<file path="src/hdl/dqs_pkg.sv">
// shared constants, status codes and tables for the diffraction angle to q core
package dqs_pkg;

  localparam int IDX_W    = 10;
  localparam int ANGLE_W  = 25;
  localparam int ZS_W     = 19;
  localparam int WL_W     = 20;
  localparam int Q_W      = 40;
  localparam int VAR_W    = 56;
  localparam int ST_W     = 2;
  localparam int CFG_IDX_W = 1;
  localparam int CFG_DATA_W = 20;

  localparam int ANGLE_FRAC_BITS_DEF = 16;
  localparam int CORDIC_STAGES_DEF   = 24;
  localparam int INDEX_BITS_DEF      = 10;

  localparam int XY_W = 33;
  localparam int Z_W  = 36;

  localparam logic [ST_W-1:0] ST_OK         = 2'd0;
  localparam logic [ST_W-1:0] ST_NEG_WIDTH  = 2'd1;
  localparam logic [ST_W-1:0] ST_SINE_RANGE = 2'd2;
  localparam logic [ST_W-1:0] ST_BAD_WAVE   = 2'd3;

  localparam logic [CFG_IDX_W-1:0] REG_ZERO_SHIFT = 1'd0;
  localparam logic [CFG_IDX_W-1:0] REG_WAVELENGTH = 1'd1;

  localparam logic [WL_W-1:0] WAVELENGTH_RESET = 20'd100965;

  localparam logic [34:0] DEG_TO_RAD_Q40 = 35'd19190098068;
  localparam logic [34:0] ERR_TO_RAD_Q40 = 35'd8149284320;
  localparam logic [33:0] PI_Q31         = 34'd6746518852;
  localparam logic [33:0] HALF_PI_Q31    = 34'd3373259426;
  localparam logic [33:0] TWO_PI_Q31     = 34'd13493037704;
  localparam logic [30:0] GAIN_Q30       = 31'd652032874;
  localparam logic [30:0] ONE_Q30        = 31'd1073741824;

  localparam logic [29:0] ATAN_Q30 [32] = '{
    30'd843314856, 30'd497837829, 30'd263043836, 30'd133525158, 30'd67021686,
    30'd33543515, 30'd16775850, 30'd8388437, 30'd4194282, 30'd2097149,
    30'd1048575, 30'd524287, 30'd262143, 30'd131071, 30'd65535, 30'd32767,
    30'd16383, 30'd8191, 30'd4095, 30'd2047, 30'd1023, 30'd511, 30'd255,
    30'd127, 30'd63, 30'd31, 30'd15, 30'd7, 30'd3, 30'd1, 30'd0, 30'd0
  };

  typedef struct packed {
    logic valid;
  } stage_ctl_t;

endpackage

</file>
<file path="src/hdl/dqs_cordic_cell.sv">
// one rotation-mode cordic iteration with registered outputs
module dqs_cordic_cell #(
  parameter int STAGE = 0,
  parameter int SB_W  = 1
) (
  input  logic                              clk,
  input  logic                              rst_n,
  input  logic                              ce,
  input  dqs_pkg::stage_ctl_t               in_ctl,
  input  logic signed [dqs_pkg::XY_W-1:0]   in_x,
  input  logic signed [dqs_pkg::XY_W-1:0]   in_y,
  input  logic signed [dqs_pkg::Z_W-1:0]    in_z,
  input  logic [SB_W-1:0]                   in_sb,
  output dqs_pkg::stage_ctl_t               out_ctl,
  output logic signed [dqs_pkg::XY_W-1:0]   out_x,
  output logic signed [dqs_pkg::XY_W-1:0]   out_y,
  output logic signed [dqs_pkg::Z_W-1:0]    out_z,
  output logic [SB_W-1:0]                   out_sb
);

  localparam logic signed [dqs_pkg::Z_W-1:0] STEP =
    $signed(dqs_pkg::Z_W'({dqs_pkg::ATAN_Q30[STAGE], 1'b0}));

  logic                             valid_r;
  logic signed [dqs_pkg::XY_W-1:0]  x_r, x_nxt;
  logic signed [dqs_pkg::XY_W-1:0]  y_r, y_nxt;
  logic signed [dqs_pkg::Z_W-1:0]   z_r, z_nxt;
  logic [SB_W-1:0]                  sb_r;
  logic signed [dqs_pkg::XY_W-1:0]  dx, dy;

  always_comb begin
    dx = in_y >>> STAGE;
    dy = in_x >>> STAGE;
    if (!in_z[dqs_pkg::Z_W-1]) begin
      x_nxt = in_x - dx;
      y_nxt = in_y + dy;
      z_nxt = in_z - STEP;
    end else begin
      x_nxt = in_x + dx;
      y_nxt = in_y - dy;
      z_nxt = in_z + STEP;
    end
  end

  always_ff @(posedge clk) begin
    if (!rst_n) begin
      valid_r <= 1'b0;
    end else if (ce) begin
      valid_r <= in_ctl.valid;
    end
  end

  always_ff @(posedge clk) begin
    if (ce) begin
      x_r  <= x_nxt;
      y_r  <= y_nxt;
      z_r  <= z_nxt;
      sb_r <= in_sb;
    end
  end

  assign out_ctl.valid = valid_r;
  assign out_x  = x_r;
  assign out_y  = y_r;
  assign out_z  = z_r;
  assign out_sb = sb_r;

endmodule

</file>
<file path="config.mk">
export PLATFORM = sky130hd
export DESIGN_NAME = dqs_cordic_cell
export DESIGN_NICKNAME = d
export VERILOG_FILES = /design/src/hdl/dqs_pkg.sv /design/src/hdl/dqs_cordic_cell.sv
export SDC_FILE = /design/constraint.sdc
export NUM_CORES = 1
export LEC_CHECK = 0
export BUFFER_PORTS_ARGS = -buffer_cell sky130_fd_sc_hd__buf_2
export CAP_MARGIN = 10
export CORE_ASPECT_RATIO = 1.75
export CORE_MARGIN = 3
export CORE_UTILIZATION = 35
export DETAILED_ROUTE_END_ITERATION = 8
export SLEW_MARGIN = 5
export SYNTH_ARGS = -nofsm -noshare
export SYNTH_HDL_FRONTEND = slang
export SYNTH_SLANG_ARGS = --single-unit
</file>
<file path="constraint.sdc">
create_clock -name clk -period 7.92 [get_ports clk]
set_input_delay 0.396 -clock clk [delete_from_list [all_inputs] [get_ports clk]]
set_output_delay 0.396 -clock clk [all_outputs]
set_load 0.02 [all_outputs]
</file>
==> impl_metrics.json <==
{
  "min_path_type": "primary input to flip-flop",
  "cts_tree": "yes",
  "vias": 9593,
  "arrival_ns": 4.06,
  "clk_pin_slew_ns": 0.07,
  "cts_root_buf": "clkbuf_16",
  "netlist_instances": 1199,
  "ir_drop_v": 0.000111,
  "async_reset_ff_frac": 0,
  "clkPwrFrac": 0.210,
  "drtPass1Iterations": 5,
  "cp-end-kind": "flip-flop",
  "crit_type": "primary input to flip-flop",
  "synthFlopType": "edfxtp_1",
  "overflow": 0,
  "antenna_found_initial": 0,
  "antenna_left": 0,
  "htree_levels": 3,
  "fin_nets": 1620,
  "yosysSeqAreaShare": 0.297,
  "power_switching_w": 0.000801,
  "layout-drive-gt1-share": 0.183,
  "synth_top_family_by_area": "compound AO/OA/AOI/OAI gates",
  "synthXorXnorAreaFrac": 0.0742,
  "fin_setup_tns_ns": 0,
  "power_frac_comb": 0.425,
  "drc_errors": 0,
  "worst_pin_slew_ns": 0.950,
  "gr-usage-met2": 0.415,
  "grt_pass1_vias": 9744,
  "clk_path_buf_depth": 2,
  "top_usage_layer": "met2",
  "initial_core_util": 0.359,
  "gp_congestion": 0.981,
  "drtIter0Drc": 579,
  "finalSetupViolCount": 0,
  "synth-compound-area-share": 0.245,
  "die_w_um": 136,
  "die_h_um": 234,
  "cts_buffers": 9,
  "io_pins": 211,
  "grt_use_met3": 0.0217,
  "grt_pass1_wl_mm": 52.1,
  "syn_to_final_growth_pct": 15.5,
  "finalCritPeriodShare": 0.499,
  "cp_slowest_cell": "inv_2",
  "port_buffers": 210,
  "syn_nets": 1444,
  "use_met1": 0.212,
  "grt_max_degree": 90,
  "power_w": 0.00204,
  "start_kind": "primary input",
  "mostFrequentLayoutCells": "buf_2 (208), ha_1 (134), a21oi_1 (125)",
  "cp_top_family": "buffers and inverters",
  "crit_fanout": 27,
  "ys_types": 77,
  "cp.required_ns": 8.03,
  "slew_viol_final": 0,
  "grt_usage": 0.212,
  "cellPowerDensity_nw_per_um2": 170,
  "hold_violations": 0,
  "syn_area_um2": 10400,
  "crit_path_max_incr_delay_ns": 0.49,
  "fin_skew_ns": 0,
  "clkLatencyLatePin_ns": 0.37,
  "dieArea_um2": 31900,
  "synth_edf_count": 102,
  "yosys.area_share.simple": 0.137,
  "cts_sinks": 103,
  "p_sw_frac": 0.392,
  "diodes": 0,
  "ctsResizeCount": 0,
  "outcome": "finished, final reports clean",
  "yosys-mux-area-fraction": 0.0164,
  "relSlewSlack": 0.366,
  "routed_via_density": 5.46,
  "worst-path-buf-inv": 3,
  "ys_warn_count": 0,
  "hpwl_mm": 27.7,
  "p_int_w": 0.00124,
  "fp-row-count": 82,
  "final_common_cell": "buf_2",
  "max-cap-violations": 0,
  "avgRoutedWirePerCell_um": 19.5,
  "wl_mm": 34.2,
  "synth_fa_ha_area_frac": 0.169,
  "rsz0062_at_grt": "false",
  "seqPwrFrac": 0.365,
  "final_util": 0.415,
  "postSynthRegisterBits": 103,
  "core_area_um2": 28900,
  "clock.fmax_mhz": 253,
  "hold_buffers": 0,
  "post_cts.repair.setup_buffers": 0,
  "crit_path_cell_trace": "buf_4 > inv_2 > buf_4 > ha_1 > nand3_1 > and3_1 > a211oi_1 > nor4_1 > o31ai_2 > o31ai_1 > nor3b_1 > o31ai_1 > xor2_1",
  "syn_area_per_cell_um2": 8.67,
  "period_needed_ns": 3.95,
  "p_leak_nw": 5.41
}
kinds of logic (layout without fill, tap and decap cells):
logic type / Yosys count / count (layout)
simple gates: 297 / 297
xor+xnor: 88 / 88
mux: 17 / 17
buf+inv: 163 / 344
fa+ha+maj: 138 / 138
flops: 103 / 103
compound gates: 393 / 393
final cells by class:
class / count / area, µm²
clock inverter: 7 / 38.8
tap: 378 / 473
multi-input combinational: 933 / 6670
inverter: 115 / 432
clock buffer: 9 / 225
timing repair buffer: 213 / 1080
sequential: 103 / 3080
fill: 2981 / 16900
synthesized netlist by cell type (17+ instances only):
| cell type | n | area, µm² |
|---|---|---|
| a211oi_1 | 20 | 150 |
| a21o_1 | 37 | 278 |
| a21oi_1 | 125 | 626 |
| clkbuf_1 | 26 | 97.6 |
| edfxtp_1 | 102 | 3060 |
| ha_1 | 134 | 1680 |
| inv_1 | 113 | 424 |
| mux2i_1 | 17 | 170 |
| nand2_1 | 62 | 233 |
| nand3_1 | 20 | 100 |
| nor2_1 | 96 | 360 |
| nor3_1 | 24 | 120 |
| o21ai_0 | 73 | 365 |
| o21bai_1 | 21 | 158 |
| xnor2_1 | 73 | 639 |
registers in the layout (all words and copies together) (netlist names):
signal and count:
out_y 33, out_z 36, out_x 32, out_ctl 1, out_sb 1
stage by stage:
stage / hold WS [ns] / area (µm²) / setup slack, ns / std cells
after floorplan: 0.495 / 10400 / 4.53 / 1199
after global placement: 0.499 / 11700 / 3.64 / 1742
after detailed placement: 0.503 / 11700 / 3.57 / 1742
after CTS: 0.185 / 12000 / 3.98 / 1758
after global routing: 0.192 / 12000 / 3.79 / 1758
final: 0.201 / 12000 / 3.97 / 1758
metal layers:
| metal | part of all wire | vias to the layer above |
|---|---|---|
| li1 | - | 4674 |
| met3 | 0.042 | 93 |
| met2 | 0.56 | 342 |
| met4 | 0.052 | 0 |
| met5 | 0 | - |
| met1 | 0.35 | 4484 |
final timing paths:
check	startpoint	endpoint	slack [ns]	cells past startpoint
worst min-delay path	in_sb	out_sb	0.20	1
worst max register to register	out_ctl	out_ctl	7.33	2
worst min register to register	out_ctl	out_ctl	0.52	2
worst max-delay path	in_z[35]	out_z[33]	3.97	13
power groups by stage:
| stage | combinational (W) | sequential [W] | clock [W] |
|---|---|---|---|
| after floorplan | 0.000461 | 0.000870 | 0 |
| after global placement | 0.000858 | 0.000758 | 0 |
| after detailed placement | 0.000862 | 0.000758 | 0 |
| after CTS | 0.000866 | 0.000747 | 0.000445 |
| after global routing | 0.000943 | 0.000753 | 0.000463 |
| final | 0.000868 | 0.000745 | 0.000428 |
(Power assumes the default switching activity.)
