--- config.mk ---
export PLATFORM = sky130hd
export DESIGN_NAME = dqs_div_cell
export DESIGN_NICKNAME = d
export VERILOG_FILES = /design/src/hdl/dqs_pkg.sv /design/src/hdl/dqs_div_cell.sv
export SDC_FILE = /design/constraint.sdc
export NUM_CORES = 1
export LEC_CHECK = 0
export BUFFER_PORTS_ARGS = -buffer_cell sky130_fd_sc_hd__clkbuf_2
export CAP_MARGIN = 30
export CELL_PAD_IN_SITES_DETAIL_PLACEMENT = 2
export CELL_PAD_IN_SITES_GLOBAL_PLACEMENT = 2
export CORE_MARGIN = 3
export CORE_UTILIZATION = 29
export CTS_CLUSTER_SIZE = 25
export DETAILED_ROUTE_END_ITERATION = 16
export GPL_TIMING_DRIVEN = 0
export MAX_ROUTING_LAYER = met4
export PLACE_DENSITY = 0.88
export SLEW_MARGIN = 20
export SYNTH_ARGS = -nofsm -noshare
export SYNTH_HDL_FRONTEND = slang
export SYNTH_SLANG_ARGS = --single-unit
export TNS_END_PERCENT = 10
--- constraint.sdc ---
create_clock -name clk -period 3.3 [get_ports clk]
set_input_delay 0 -clock clk [delete_from_list [all_inputs] [get_ports clk]]
set_output_delay 0 -clock clk [all_outputs]
set_load 0.005 [all_outputs]
--- src/hdl/dqs_pkg.sv ---
// shared constants, status codes and tables for the diffraction angle to q core
package dqs_pkg;

  localparam int IDX_W    = 10;
  localparam int ANGLE_W  = 25;
  localparam int ZS_W     = 19;
  localparam int WL_W     = 20;
  localparam int Q_W      = 40;
  localparam int VAR_W    = 56;
  localparam int ST_W     = 2;
  localparam int CFG_IDX_W = 1;
  localparam int CFG_DATA_W = 20;

  localparam int ANGLE_FRAC_BITS_DEF = 16;
  localparam int CORDIC_STAGES_DEF   = 24;
  localparam int INDEX_BITS_DEF      = 10;

  localparam int XY_W = 33;
  localparam int Z_W  = 36;

  localparam logic [ST_W-1:0] ST_OK         = 2'd0;
  localparam logic [ST_W-1:0] ST_NEG_WIDTH  = 2'd1;
  localparam logic [ST_W-1:0] ST_SINE_RANGE = 2'd2;
  localparam logic [ST_W-1:0] ST_BAD_WAVE   = 2'd3;

  localparam logic [CFG_IDX_W-1:0] REG_ZERO_SHIFT = 1'd0;
  localparam logic [CFG_IDX_W-1:0] REG_WAVELENGTH = 1'd1;

  localparam logic [WL_W-1:0] WAVELENGTH_RESET = 20'd100965;

  localparam logic [34:0] DEG_TO_RAD_Q40 = 35'd19190098068;
  localparam logic [34:0] ERR_TO_RAD_Q40 = 35'd8149284320;
  localparam logic [33:0] PI_Q31         = 34'd6746518852;
  localparam logic [33:0] HALF_PI_Q31    = 34'd3373259426;
  localparam logic [33:0] TWO_PI_Q31     = 34'd13493037704;
  localparam logic [30:0] GAIN_Q30       = 31'd652032874;
  localparam logic [30:0] ONE_Q30        = 31'd1073741824;

  localparam logic [29:0] ATAN_Q30 [32] = '{
    30'd843314856, 30'd497837829, 30'd263043836, 30'd133525158, 30'd67021686,
    30'd33543515, 30'd16775850, 30'd8388437, 30'd4194282, 30'd2097149,
    30'd1048575, 30'd524287, 30'd262143, 30'd131071, 30'd65535, 30'd32767,
    30'd16383, 30'd8191, 30'd4095, 30'd2047, 30'd1023, 30'd511, 30'd255,
    30'd127, 30'd63, 30'd31, 30'd15, 30'd7, 30'd3, 30'd1, 30'd0, 30'd0
  };

  typedef struct packed {
    logic valid;
  } stage_ctl_t;

endpackage

--- src/hdl/dqs_div_cell.sv ---
// one restoring division step, dividend shifts out as quotient shifts in
module dqs_div_cell #(
  parameter int DIV_W = 20,
  parameter int ACC_W = 59,
  parameter int SB_W  = 1
) (
  input  logic                clk,
  input  logic                rst_n,
  input  logic                ce,
  input  logic [DIV_W-1:0]    divisor,
  input  dqs_pkg::stage_ctl_t in_ctl,
  input  logic [DIV_W-1:0]    in_rem,
  input  logic [ACC_W-1:0]    in_acc,
  input  logic [SB_W-1:0]     in_sb,
  output dqs_pkg::stage_ctl_t out_ctl,
  output logic [DIV_W-1:0]    out_rem,
  output logic [ACC_W-1:0]    out_acc,
  output logic [SB_W-1:0]     out_sb
);

  logic              valid_r;
  logic [DIV_W-1:0]  rem_r, rem_nxt;
  logic [ACC_W-1:0]  acc_r, acc_nxt;
  logic [SB_W-1:0]   sb_r;
  logic [DIV_W:0]    trial;
  logic [DIV_W:0]    diff;
  logic              fits;

  always_comb begin
    trial   = {in_rem, in_acc[ACC_W-1]};
    diff    = trial - {1'b0, divisor};
    fits    = trial >= {1'b0, divisor};
    rem_nxt = fits ? diff[DIV_W-1:0] : trial[DIV_W-1:0];
    acc_nxt = {in_acc[ACC_W-2:0], fits};
  end

  always_ff @(posedge clk) begin
    if (!rst_n) begin
      valid_r <= 1'b0;
    end else if (ce) begin
      valid_r <= in_ctl.valid;
    end
  end

  always_ff @(posedge clk) begin
    if (ce) begin
      rem_r <= rem_nxt;
      acc_r <= acc_nxt;
      sb_r  <= in_sb;
    end
  end

  assign out_ctl.valid = valid_r;
  assign out_rem = rem_r;
  assign out_acc = acc_r;
  assign out_sb  = sb_r;

endmodule

==> results.sh, run 1 <==
export IMPL_multi_input_area_sq_um=1320
export IMPL_hold_depth=2
export IMPL_crit_family="buffers and inverters"
export IMPL_io_buffers=184
export IMPL_tns_ns=0
export IMPL_hold_violations=0
export IMPL_wl_per_cell_um=29.8
export IMPL_ff2ff_path_depth=3
export IMPL_synth_area_top_cells="edfxtp_1 61%, ha_1 6.4%, a21oi_1 2.7%"
export IMPL_r2r_start="out_ctl"
export IMPL_first_global_vias=4136
export IMPL_nFillCells=1342
export IMPL_worstSetupPathType="input port to flop"
export IMPL_dpl_hpwl_um=11700
export IMPL_ant_nets=0
export IMPL_cts_tree="built"
export IMPL_critPathRequiredTime_ns=3.40
export IMPL_post_cts_resized=0
export IMPL_dieArea_sq_um=15000
export IMPL_ioPinCount=185
export IMPL_synth_top_area_share=0.612
export IMPL_end_kind="flop"
export IMPL_post_route_period_util=0.955
export IMPL_p_leak_nw=2.77
export IMPL_path_common_cell="buf_6"
export IMPL_slowest_stage="dlygate4sd3_1"
export IMPL_yosysWarnings=0
export IMPL_slew_limit_headroom=0.580
export IMPL_detail_route_wirelength_um=21900
export IMPL_post_drt_via_cell_ratio=5.15
export IMPL_core_area_sq_um=12900
export IMPL_r2r_end="out_ctl"
export IMPL_die_w_um=122
export IMPL_cp_num_buf_inv=6
export IMPL_drt_iter0_markers=416
export IMPL_grt_pass1_wl_um=30500
export IMPL_crit_chain="dlygate4sd3_1 -> clkbuf_2 -> ha_1 -> buf_6 -> a21o_1 -> a31oi_1 -> o2bb2ai_1 -> o21bai_2 -> and2_4 -> buf_6 -> inv_8 -> buf_12 -> mux2_4"
export IMPL_gr_total_overflow=0
export IMPL_synthToLayoutAreaGrowth_pct=55.2
export IMPL_cts_htree_levels=3
export IMPL_critPathLaunchType="input port"
export IMPL_drive_gt1_frac=0.400
export IMPL_synth_edf_count=80
export IMPL_hold_path_class="input port to flop"
export IMPL_nets=682
export IMPL_status="complete, no violations"
export IMPL_grt_max_degree=59
export IMPL_clock_latency_ns=0.34
export IMPL_synth_seq_area_share=0.617
export IMPL_drc=0
export IMPL_antenna_found_initial=2
export IMPL_crit_cells=13
export IMPL_setup_violations=0
export IMPL_place_congestion=0.818
export IMPL_start_util=0.304
export IMPL_r2r_slack_ns=2.08
export IMPL_arrival_ns=3.25
export IMPL_die_h_um=122
export IMPL_hold_end="out_rem[7]"
export IMPL_yosysTopAreaCell="edfxtp_1"
export IMPL_first_pass_iters=5
export IMPL_grt_setup_unrepaired="no"
export IMPL_syn_mean_instance_area_sq_um=13.5
export IMPL_cts_buffer_depth=2
export IMPL_synthCells=291
export IMPL_grt_util_all_layers=0.299
export IMPL_drv_cap=0
export IMPL_fin_worst_skew_ns=0
export IMPL_netlist_area_sq_um=3930
export IMPL_async_flop_share=0
export IMPL_place_inst=648
export IMPL_yosys_most_used_dff="edfxtp_1"
export IMPL_cts_setup_buffers=0
export IMPL_worst_slew_pin_slew_ns=0.626
export IMPL_synth_distinct_cells=54
export IMPL_synth_nets=416
export IMPL_maxSlewViolCount=0
export IMPL_vias=3796
export IMPL_path_max_fanout=10
export IMPL_fin_crit_ns=3.15
export IMPL_worstHoldStart="in_rem[6]"
export IMPL_yosysMostFrequentCell="edfxtp_1"
export IMPL_p_per_area_nw_per_um2=508
export IMPL_synthTopCellsByCount="80 x edfxtp_1, 25 x inv_1, 21 x a21oi_1, 20 x ha_1, 16 x nand2_1"
export IMPL_fmax_ghz=0.317
export IMPL_fin_cells=737
export IMPL_seqCellArea_sq_um=2420
export IMPL_clk_pin_slew_worst_paths_ns=0.07
export IMPL_cts_buffers=9
export IMPL_cpPeakStageDelay_ns=0.55
export IMPL_cts_sinks=81
export IMPL_ir_drop_mv=0.263
export IMPL_rows=41
export IMPL_cts_root_buf="clkbuf_16"
export IMPL_cts_hold_buf=70
export IMPL_synth_seq_cells=81
worst max-delay path by stage:
stage / endpoint / slack (ns) / start
after CTS: out_rem[10] / 0.29 / in_rem[13]
after global placement: out_rem[12] / 0.52 / divisor[14]
after detailed placement: out_rem[10] / 0.46 / divisor[6]
final: out_rem[10] / 0.15 / in_rem[7]
after global routing: out_rem[11] / 0.11 / in_rem[9]
after floorplan: out_rem[10] / 0.89 / divisor[9]
layer usage:
| layer | global-route usage | vias up | part of all wire |
|---|---|---|---|
| met5 | - | - | 0 |
| met4 | 0.104 | 0 | 0.029 |
| met3 | 0.0945 | 35 | 0.082 |
| met2 | 0.497 | 213 | 0.49 |
| met1 | 0.342 | 1908 | 0.40 |
| li1 | - | 1640 | - |
sequential cells by signal (all words and copies together) (netlist names):
name     count
out_acc     59
out_ctl      1
out_rem     20
out_sb       1
report_power, final:
group	switching [mW]	internal, mW	leakage, nW
clock network	0.498	0.592	0.143
registers	0.0601	1.25	0.791
logic	0.375	0.312	1.84
per-stage QoR:
| stage | utilization | worst slack (ns) | power, mW | area, sq um | hold slack (ns) |
|---|---|---|---|---|---|
| detailed placement | 0.394 | 0.462 | 1.86 | 5090 | 0.179 |
| finish | 0.471 | 0.148 | 3.09 | 6090 | 0.0367 |
| CTS | 0.471 | 0.294 | 2.97 | 6090 | 0.00440 |
| global placement | 0.392 | 0.524 | 1.81 | 5060 | 0.178 |
| floorplan | - | 0.888 | 1.57 | 3930 | 0.0989 |
| global route | 0.471 | 0.112 | 3.17 | 6090 | 0.0290 |
kinds of logic after synthesis:
group / count (synthesis) / share of synthesized area
buffers and inverters: 35 / 0.0459
adders and majority gates: 21 / 0.0688
muxes: 14 / 0.0462
DFF: 81 / 0.617
and+or+nand+nor: 64 / 0.0883
xor gates and xnor gates: 11 / 0.0245
AOI/OAI and AO/OA: 65 / 0.109
area by class of cell:
type | instances | area share
antenna | 3 | 0.00123
buffer | 9 | 0.0123
tap | 172 | 0.0353
multi-input combinational | 175 | 0.217
inverter | 26 | 0.0172
timing repair buffer | 255 | 0.271
clock inverter | 6 | 0.0107
sequential | 81 | 0.397
clock buffer | 10 | 0.0376
placed cells by master, fill, tap and decap left out, drive strengths merged, types with 2 or more instances in the layout:
master,n
and4,2
nand2,16
o211ai,3
xor2,5
a21boi,3
inv,28
o31ai,4
diode,3
nor2b,5
a21oi,21
clkinv,2
ha,20
nand4,5
nor2,4
buf,8
o21a,4
mux2i,2
clkbuf,196
dlygate4sd3,70
a31oi,4
nor3,5
and3,5
nand3,12
and2,2
o211a,2
xnor2,6
o21ai,9
mux2,12
a21o,6
nand2b,2
edfxtp,80
Note: power is estimated with default switching activity, not from simulation.
==> inputs of run 2 (changes only) <==
CORE_ASPECT_RATIO = 1.25   (was unset)
==> run 2 against run 1 <==
Net effect: the run now ends with negative hold slack left; via count is 2.9% lower; clock-buffer cell count down 1; worst setup slack improved by 0.079 ns; critical path type unchanged; largest power group unchanged; combinational power fell by 3.8%; maximum frequency up 2.6%; utilization fell by 0.092 points; register-to-register slack better by 0.02 ns; wire length shrank 12%; clock power decreased by 4%; first-iteration DRC count fell by 45%; power decreased by 2.5%.
==> results.sh, run 2 (same netlist as run 1, synthesis figures left out) <==
export IMPL_fin_crit_ns=3.07
export IMPL_grt_max_degree=60
export IMPL_tns_ns=0
export IMPL_grt_util_all_layers=0.262
export IMPL_cts_buffer_depth=2
export IMPL_p_total_mw=3.02
export IMPL_holdWs_ns=-0.00268
export IMPL_fin_cells=731
export IMPL_io_buffers=184
export IMPL_cts_tree="built"
export IMPL_synthToLayoutAreaGrowth_pct=55.2
export IMPL_post_route_period_util=0.931
export IMPL_slowest_stage="dlygate4sd3_1"
export IMPL_setup_ws_ns=0.227
export IMPL_critPathLaunchType="input port"
export IMPL_pre_cts_ws_ns=0.485
export IMPL_violations="negative hold slack"
export IMPL_final_common_cell="clkbuf_2"
export IMPL_drt_iter0_markers=229
export IMPL_hold_path_class="input port to flop"
export IMPL_ir_drop_mv=0.189
export IMPL_first_pass_iters=7
export IMPL_p_per_area_nw_per_um2=495
export IMPL_cpPeakStageDelay_ns=0.56
export IMPL_rows=46
export IMPL_drc=0
export IMPL_drive_gt1_frac=0.401
export IMPL_path_max_fanout=10
export IMPL_largest_reg_flops=59
export IMPL_vias=3685
export IMPL_nFillCells=1283
export IMPL_drv_cap=0
export IMPL_wl_per_cell_um=26.3
export IMPL_nets=683
export IMPL_status="finished with violations"
export IMPL_fmax_ghz=0.325
export IMPL_grt_setup_unrepaired="no"
export IMPL_slew_limit_headroom=0.571
export IMPL_antennaDiodeCount=0
export IMPL_ant_nets=0
export IMPL_p_leak_nw=2.78
export IMPL_post_drt_via_cell_ratio=5.04
export IMPL_maxSlewViolCount=0
export IMPL_hold_violations=1
export IMPL_setup_violations=0
export IMPL_cts_setup_buffers=0
export IMPL_first_global_vias=4091
export IMPL_grt_pass1_wl_um=27100
export IMPL_dpl_hpwl_um=11500
export IMPL_clock_latency_ns=0.35
export IMPL_antenna_found_initial=0
export IMPL_die_w_um=110
export IMPL_end_kind="flop"
export IMPL_cts_sinks=81
export IMPL_arrival_ns=3.17
export IMPL_die_h_um=136
export IMPL_place_congestion=0.832
export IMPL_fin_worst_skew_ns=0
export IMPL_cts_buffers=9
export IMPL_place_inst=644
export IMPL_critPathRequiredTime_ns=3.40
export IMPL_start_util=0.303
export IMPL_worst_slew_pin_slew_ns=0.627
export IMPL_mostFrequentLayoutCells="183 x clkbuf_2, 80 x edfxtp_1, 71 x dlygate4sd3_1, 25 x inv_1, 21 x a21oi_1"
export IMPL_cts_htree_levels=3
export IMPL_cts_root_buf="clkbuf_16"
export IMPL_gr_total_overflow=0
export IMPL_worstSetupPathType="input port to flop"
export IMPL_clk_pin_slew_worst_paths_ns=0.07
export IMPL_dieArea_sq_um=15000
export IMPL_final_core_util=0.471
export IMPL_crit_chain="dlygate4sd3_1 -> clkbuf_2 -> ha_1 -> and3_1 -> buf_2 -> nand4_1 -> or4_1 -> o211a_2 -> and2_4 -> buf_6 -> inv_8 -> buf_12 -> mux2_4"
export IMPL_ioPinCount=185
export IMPL_detail_route_wirelength_um=19200
export IMPL_core_area_sq_um=12900
-- run 2: worst max-delay path, delay by kind of cell --
family                   cells  cell delay, ns
AO/OA/AOI/OAI                1            0.21
adder cells (fa/ha/maj)      1            0.40
buffers and inverters        6            1.24
multiplexers                 1            0.32
AND/OR/NAND/NOR              4            1.01
-- run 2: power by group --
group	switching, mW	internal [mW]
clock	0.466	0.587
sequential	0.0469	1.25
combinational	0.349	0.312
total	0.862	2.15
-- run 2: stage by stage --
stage,area (sq um),hold slack [ns]
6_report,6090,-0.00268
5_1_grt,6090,0.00716
4_1_cts,6090,0.00352
3_5_place_dp,5090,0.179
3_3_place_gp,5060,0.178
2_1_floorplan,3930,0.0989
-- run 2: layout make-up --
type | count | area [sq um] | area share
Buffer | 9 | 75.1 | 0.0123
Clock buffer | 9 | 225 | 0.0370
Clock inverter | 7 | 70.1 | 0.0115
Timing Repair Buffer | 256 | 1660 | 0.273
Inverter | 26 | 105 | 0.0172
Multi-Input combinational cell | 175 | 1320 | 0.217
Tap cell | 168 | 210 | 0.0345
Sequential cell | 81 | 2420 | 0.398
-- run 2: per-layer routing --
| metal | wire length (um) | track usage | share of wire | vias up |
|---|---|---|---|---|
| met1 | 7910 | 0.306 | 0.41 | 1821 |
| met4 | 376 | 0.0790 | 0.020 | 0 |
| met2 | 9600 | 0.450 | 0.50 | 200 |
| li1 | - | - | - | 1643 |
| met5 | 0 | - | 0 | - |
| met3 | 1310 | 0.0523 | 0.068 | 21 |
-- run 2: worst paths after layout --
| path | from | endpoint | slack [ns] | cells past startpoint |
|---|---|---|---|---|
| setup / recovery | in_rem[15] | out_rem[13] | 0.23 | 13 |
| hold reg to reg | out_ctl | out_ctl | 1.14 | 3 |
| hold / removal | in_rem[6] | out_rem[7] | -0.003 | 2 |
| setup reg to reg | out_ctl | out_ctl | 2.10 | 3 |
-- run 2: repair_timing --
item,4_1_cts,5_1_grt
hold endpoints to repair,70,0
hold buffers,71,0
gates resized for setup,0,0
==> inputs of run 3 (changes only) <==
PLACE_DENSITY = 0.8   (was 0.88)
==> run 3 against run 2 <==
Net effect: non-clock buffer count shrank 1; the run still ends with negative hold slack left; clock power increased by 8%; clock-buffer cell count unchanged; sequential power about the same; critical path type unchanged; combinational power decreased by 0.8%; worst setup slack worse by 0.070 ns; utilization up 0.12 points.
==> results.sh, run 3 (same netlist as run 1, synthesis figures left out) <==
export IMPL_status="finished with violations"
export IMPL_violations="negative hold slack"
export IMPL_cts_root_buf="clkbuf_16"
export IMPL_setup_ws_ns=0.157
export IMPL_holdWs_ns=-0.00595
export IMPL_clock_latency_ns=0.34
export IMPL_cts_buffers=9
export IMPL_ir_drop_mv=0.230
export IMPL_crit_start="in_rem[11]"
export IMPL_dpl_hpwl_um=10800
export IMPL_p_per_area_nw_per_um2=506
export IMPL_fmax_ghz=0.318
export IMPL_tns_ns=0
export IMPL_nets=682
export IMPL_rows=46
export IMPL_end_kind="flop"
export IMPL_clk_pin_slew_worst_paths_ns=0.07
export IMPL_first_global_vias=4175
export IMPL_antenna_found_initial=1
export IMPL_vias=3698
export IMPL_multi_input_area_sq_um=1320
export IMPL_cts_sinks=81
export IMPL_grt_max_degree=59
export IMPL_io_buffers=184
export IMPL_post_cts_resized=0
export IMPL_hold_violations=1
export IMPL_final_core_util=0.472
export IMPL_critPathLaunchType="input port"
export IMPL_drc=0
export IMPL_maxSlewViolCount=0
export IMPL_fin_worst_skew_ns=0
export IMPL_seqCellArea_sq_um=2420
export IMPL_arrival_ns=3.24
export IMPL_post_drt_via_cell_ratio=5.07
export IMPL_fin_crit_ns=3.14
export IMPL_grt_setup_unrepaired="no"
export IMPL_cts_hold_buf=70
export IMPL_cts_setup_buffers=0
export IMPL_drive_gt1_frac=0.401
export IMPL_p_leak_nw=2.78
export IMPL_fin_cells=730
export IMPL_mostFrequentLayoutCells="183 x clkbuf_2, 80 x edfxtp_1, 70 x dlygate4sd3_1, 25 x inv_1, 21 x a21oi_1"
export IMPL_first_pass_iters=4
export IMPL_drt_iter0_markers=279
export IMPL_setup_violations=0
export IMPL_ioPinCount=185
export IMPL_cts_tree="built"
export IMPL_dieArea_sq_um=15000
export IMPL_wl_per_cell_um=26.2
export IMPL_worst_slew_pin_slew_ns=0.615
export IMPL_r2r_start="out_ctl"
export IMPL_pre_cts_ws_ns=0.504
export IMPL_place_inst=644
export IMPL_detail_route_wirelength_um=19100
export IMPL_grt_util_all_layers=0.260
export IMPL_final_common_cell="clkbuf_2"
export IMPL_post_route_period_util=0.952
export IMPL_die_w_um=110
export IMPL_path_max_fanout=10
export IMPL_nFillCells=1293
export IMPL_hold_path_class="input port to flop"
export IMPL_start_util=0.303
export IMPL_cts_htree_levels=3
export IMPL_worstHoldStart="in_rem[3]"
export IMPL_ant_nets=0
export IMPL_critPathRequiredTime_ns=3.40
export IMPL_worstSetupPathType="input port to flop"
export IMPL_largest_reg_flops=59
export IMPL_drv_cap=0
export IMPL_gr_total_overflow=0
export IMPL_die_h_um=136
export IMPL_slew_limit_headroom=0.587
export IMPL_synthToLayoutAreaGrowth_pct=55.6
export IMPL_core_area_sq_um=12900
export IMPL_grt_pass1_wl_um=27200
export IMPL_cts_buffer_depth=2
export IMPL_place_congestion=0.788
==> run 3: cell count changes in the layout (fill, tap and decap cells not counted) <==
cell,change
bufinv_16,+1
diode_2,+1
dlygate4sd3_1,-1
clkinvlp_4,+1
clkinv_2,-3
==> run 3: final cells by class <==
| cell class | instances | share of cell area |
|---|---|---|
| diodes | 1 | 0.000410 |
| multi-input cells | 175 | 0.217 |
| repair buffers | 255 | 0.270 |
| well taps | 168 | 0.0344 |
| inverters | 26 | 0.0172 |
| plain buffers | 9 | 0.0123 |
| clock inverters | 6 | 0.0152 |
| clock buffers | 9 | 0.0369 |
| flip-flops and latches | 81 | 0.397 |
==> run 3: worst paths after layout <==
check	endpoint	slack, ns	depth (start not counted)
max	out_rem[11]	0.16	12
min	out_rem[4]	-0.006	2
max reg2reg	out_ctl	1.97	3
min reg2reg	out_ctl	1.25	3
==> run 3: metrics by stage <==
step	cell area [sq um]	power, mW
4_1_cts	6110	3.02
3_3_place_gp	5060	1.81
3_5_place_dp	5090	1.84
2_1_floorplan	3930	1.57
5_1_grt	6110	3.20
6_report	6110	3.09
==> run 3: worst max-delay path: stages <==
cell	delay, ns
dlygate4sd3_1	0.57
clkbuf_2	0.15
ha_1	0.46
and4_4	0.32
nand3_1	0.12
or4_1	0.53
o211a_2	0.21
and2_4	0.17
buf_6	0.14
inv_8	0.08
buf_12	0.15
mux2_4	0.32
==> run 3: metal layers <==
metal / GRT usage / vias up / wire [um]
li1: - / 1633 / -
met1: 0.296 / 1862 / 7630
met2: 0.463 / 181 / 9970
met3: 0.0527 / 22 / 1260
met4: 0.0596 / 0 / 295
met5: - / - / 0
==> run 3: power by group <==
group          switching (mW)  leakage [nW]  internal, mW
Combinational           0.346          1.84         0.311
Sequential             0.0503         0.791          1.25
Clock                   0.465         0.148         0.664
Total                   0.862          2.78          2.23
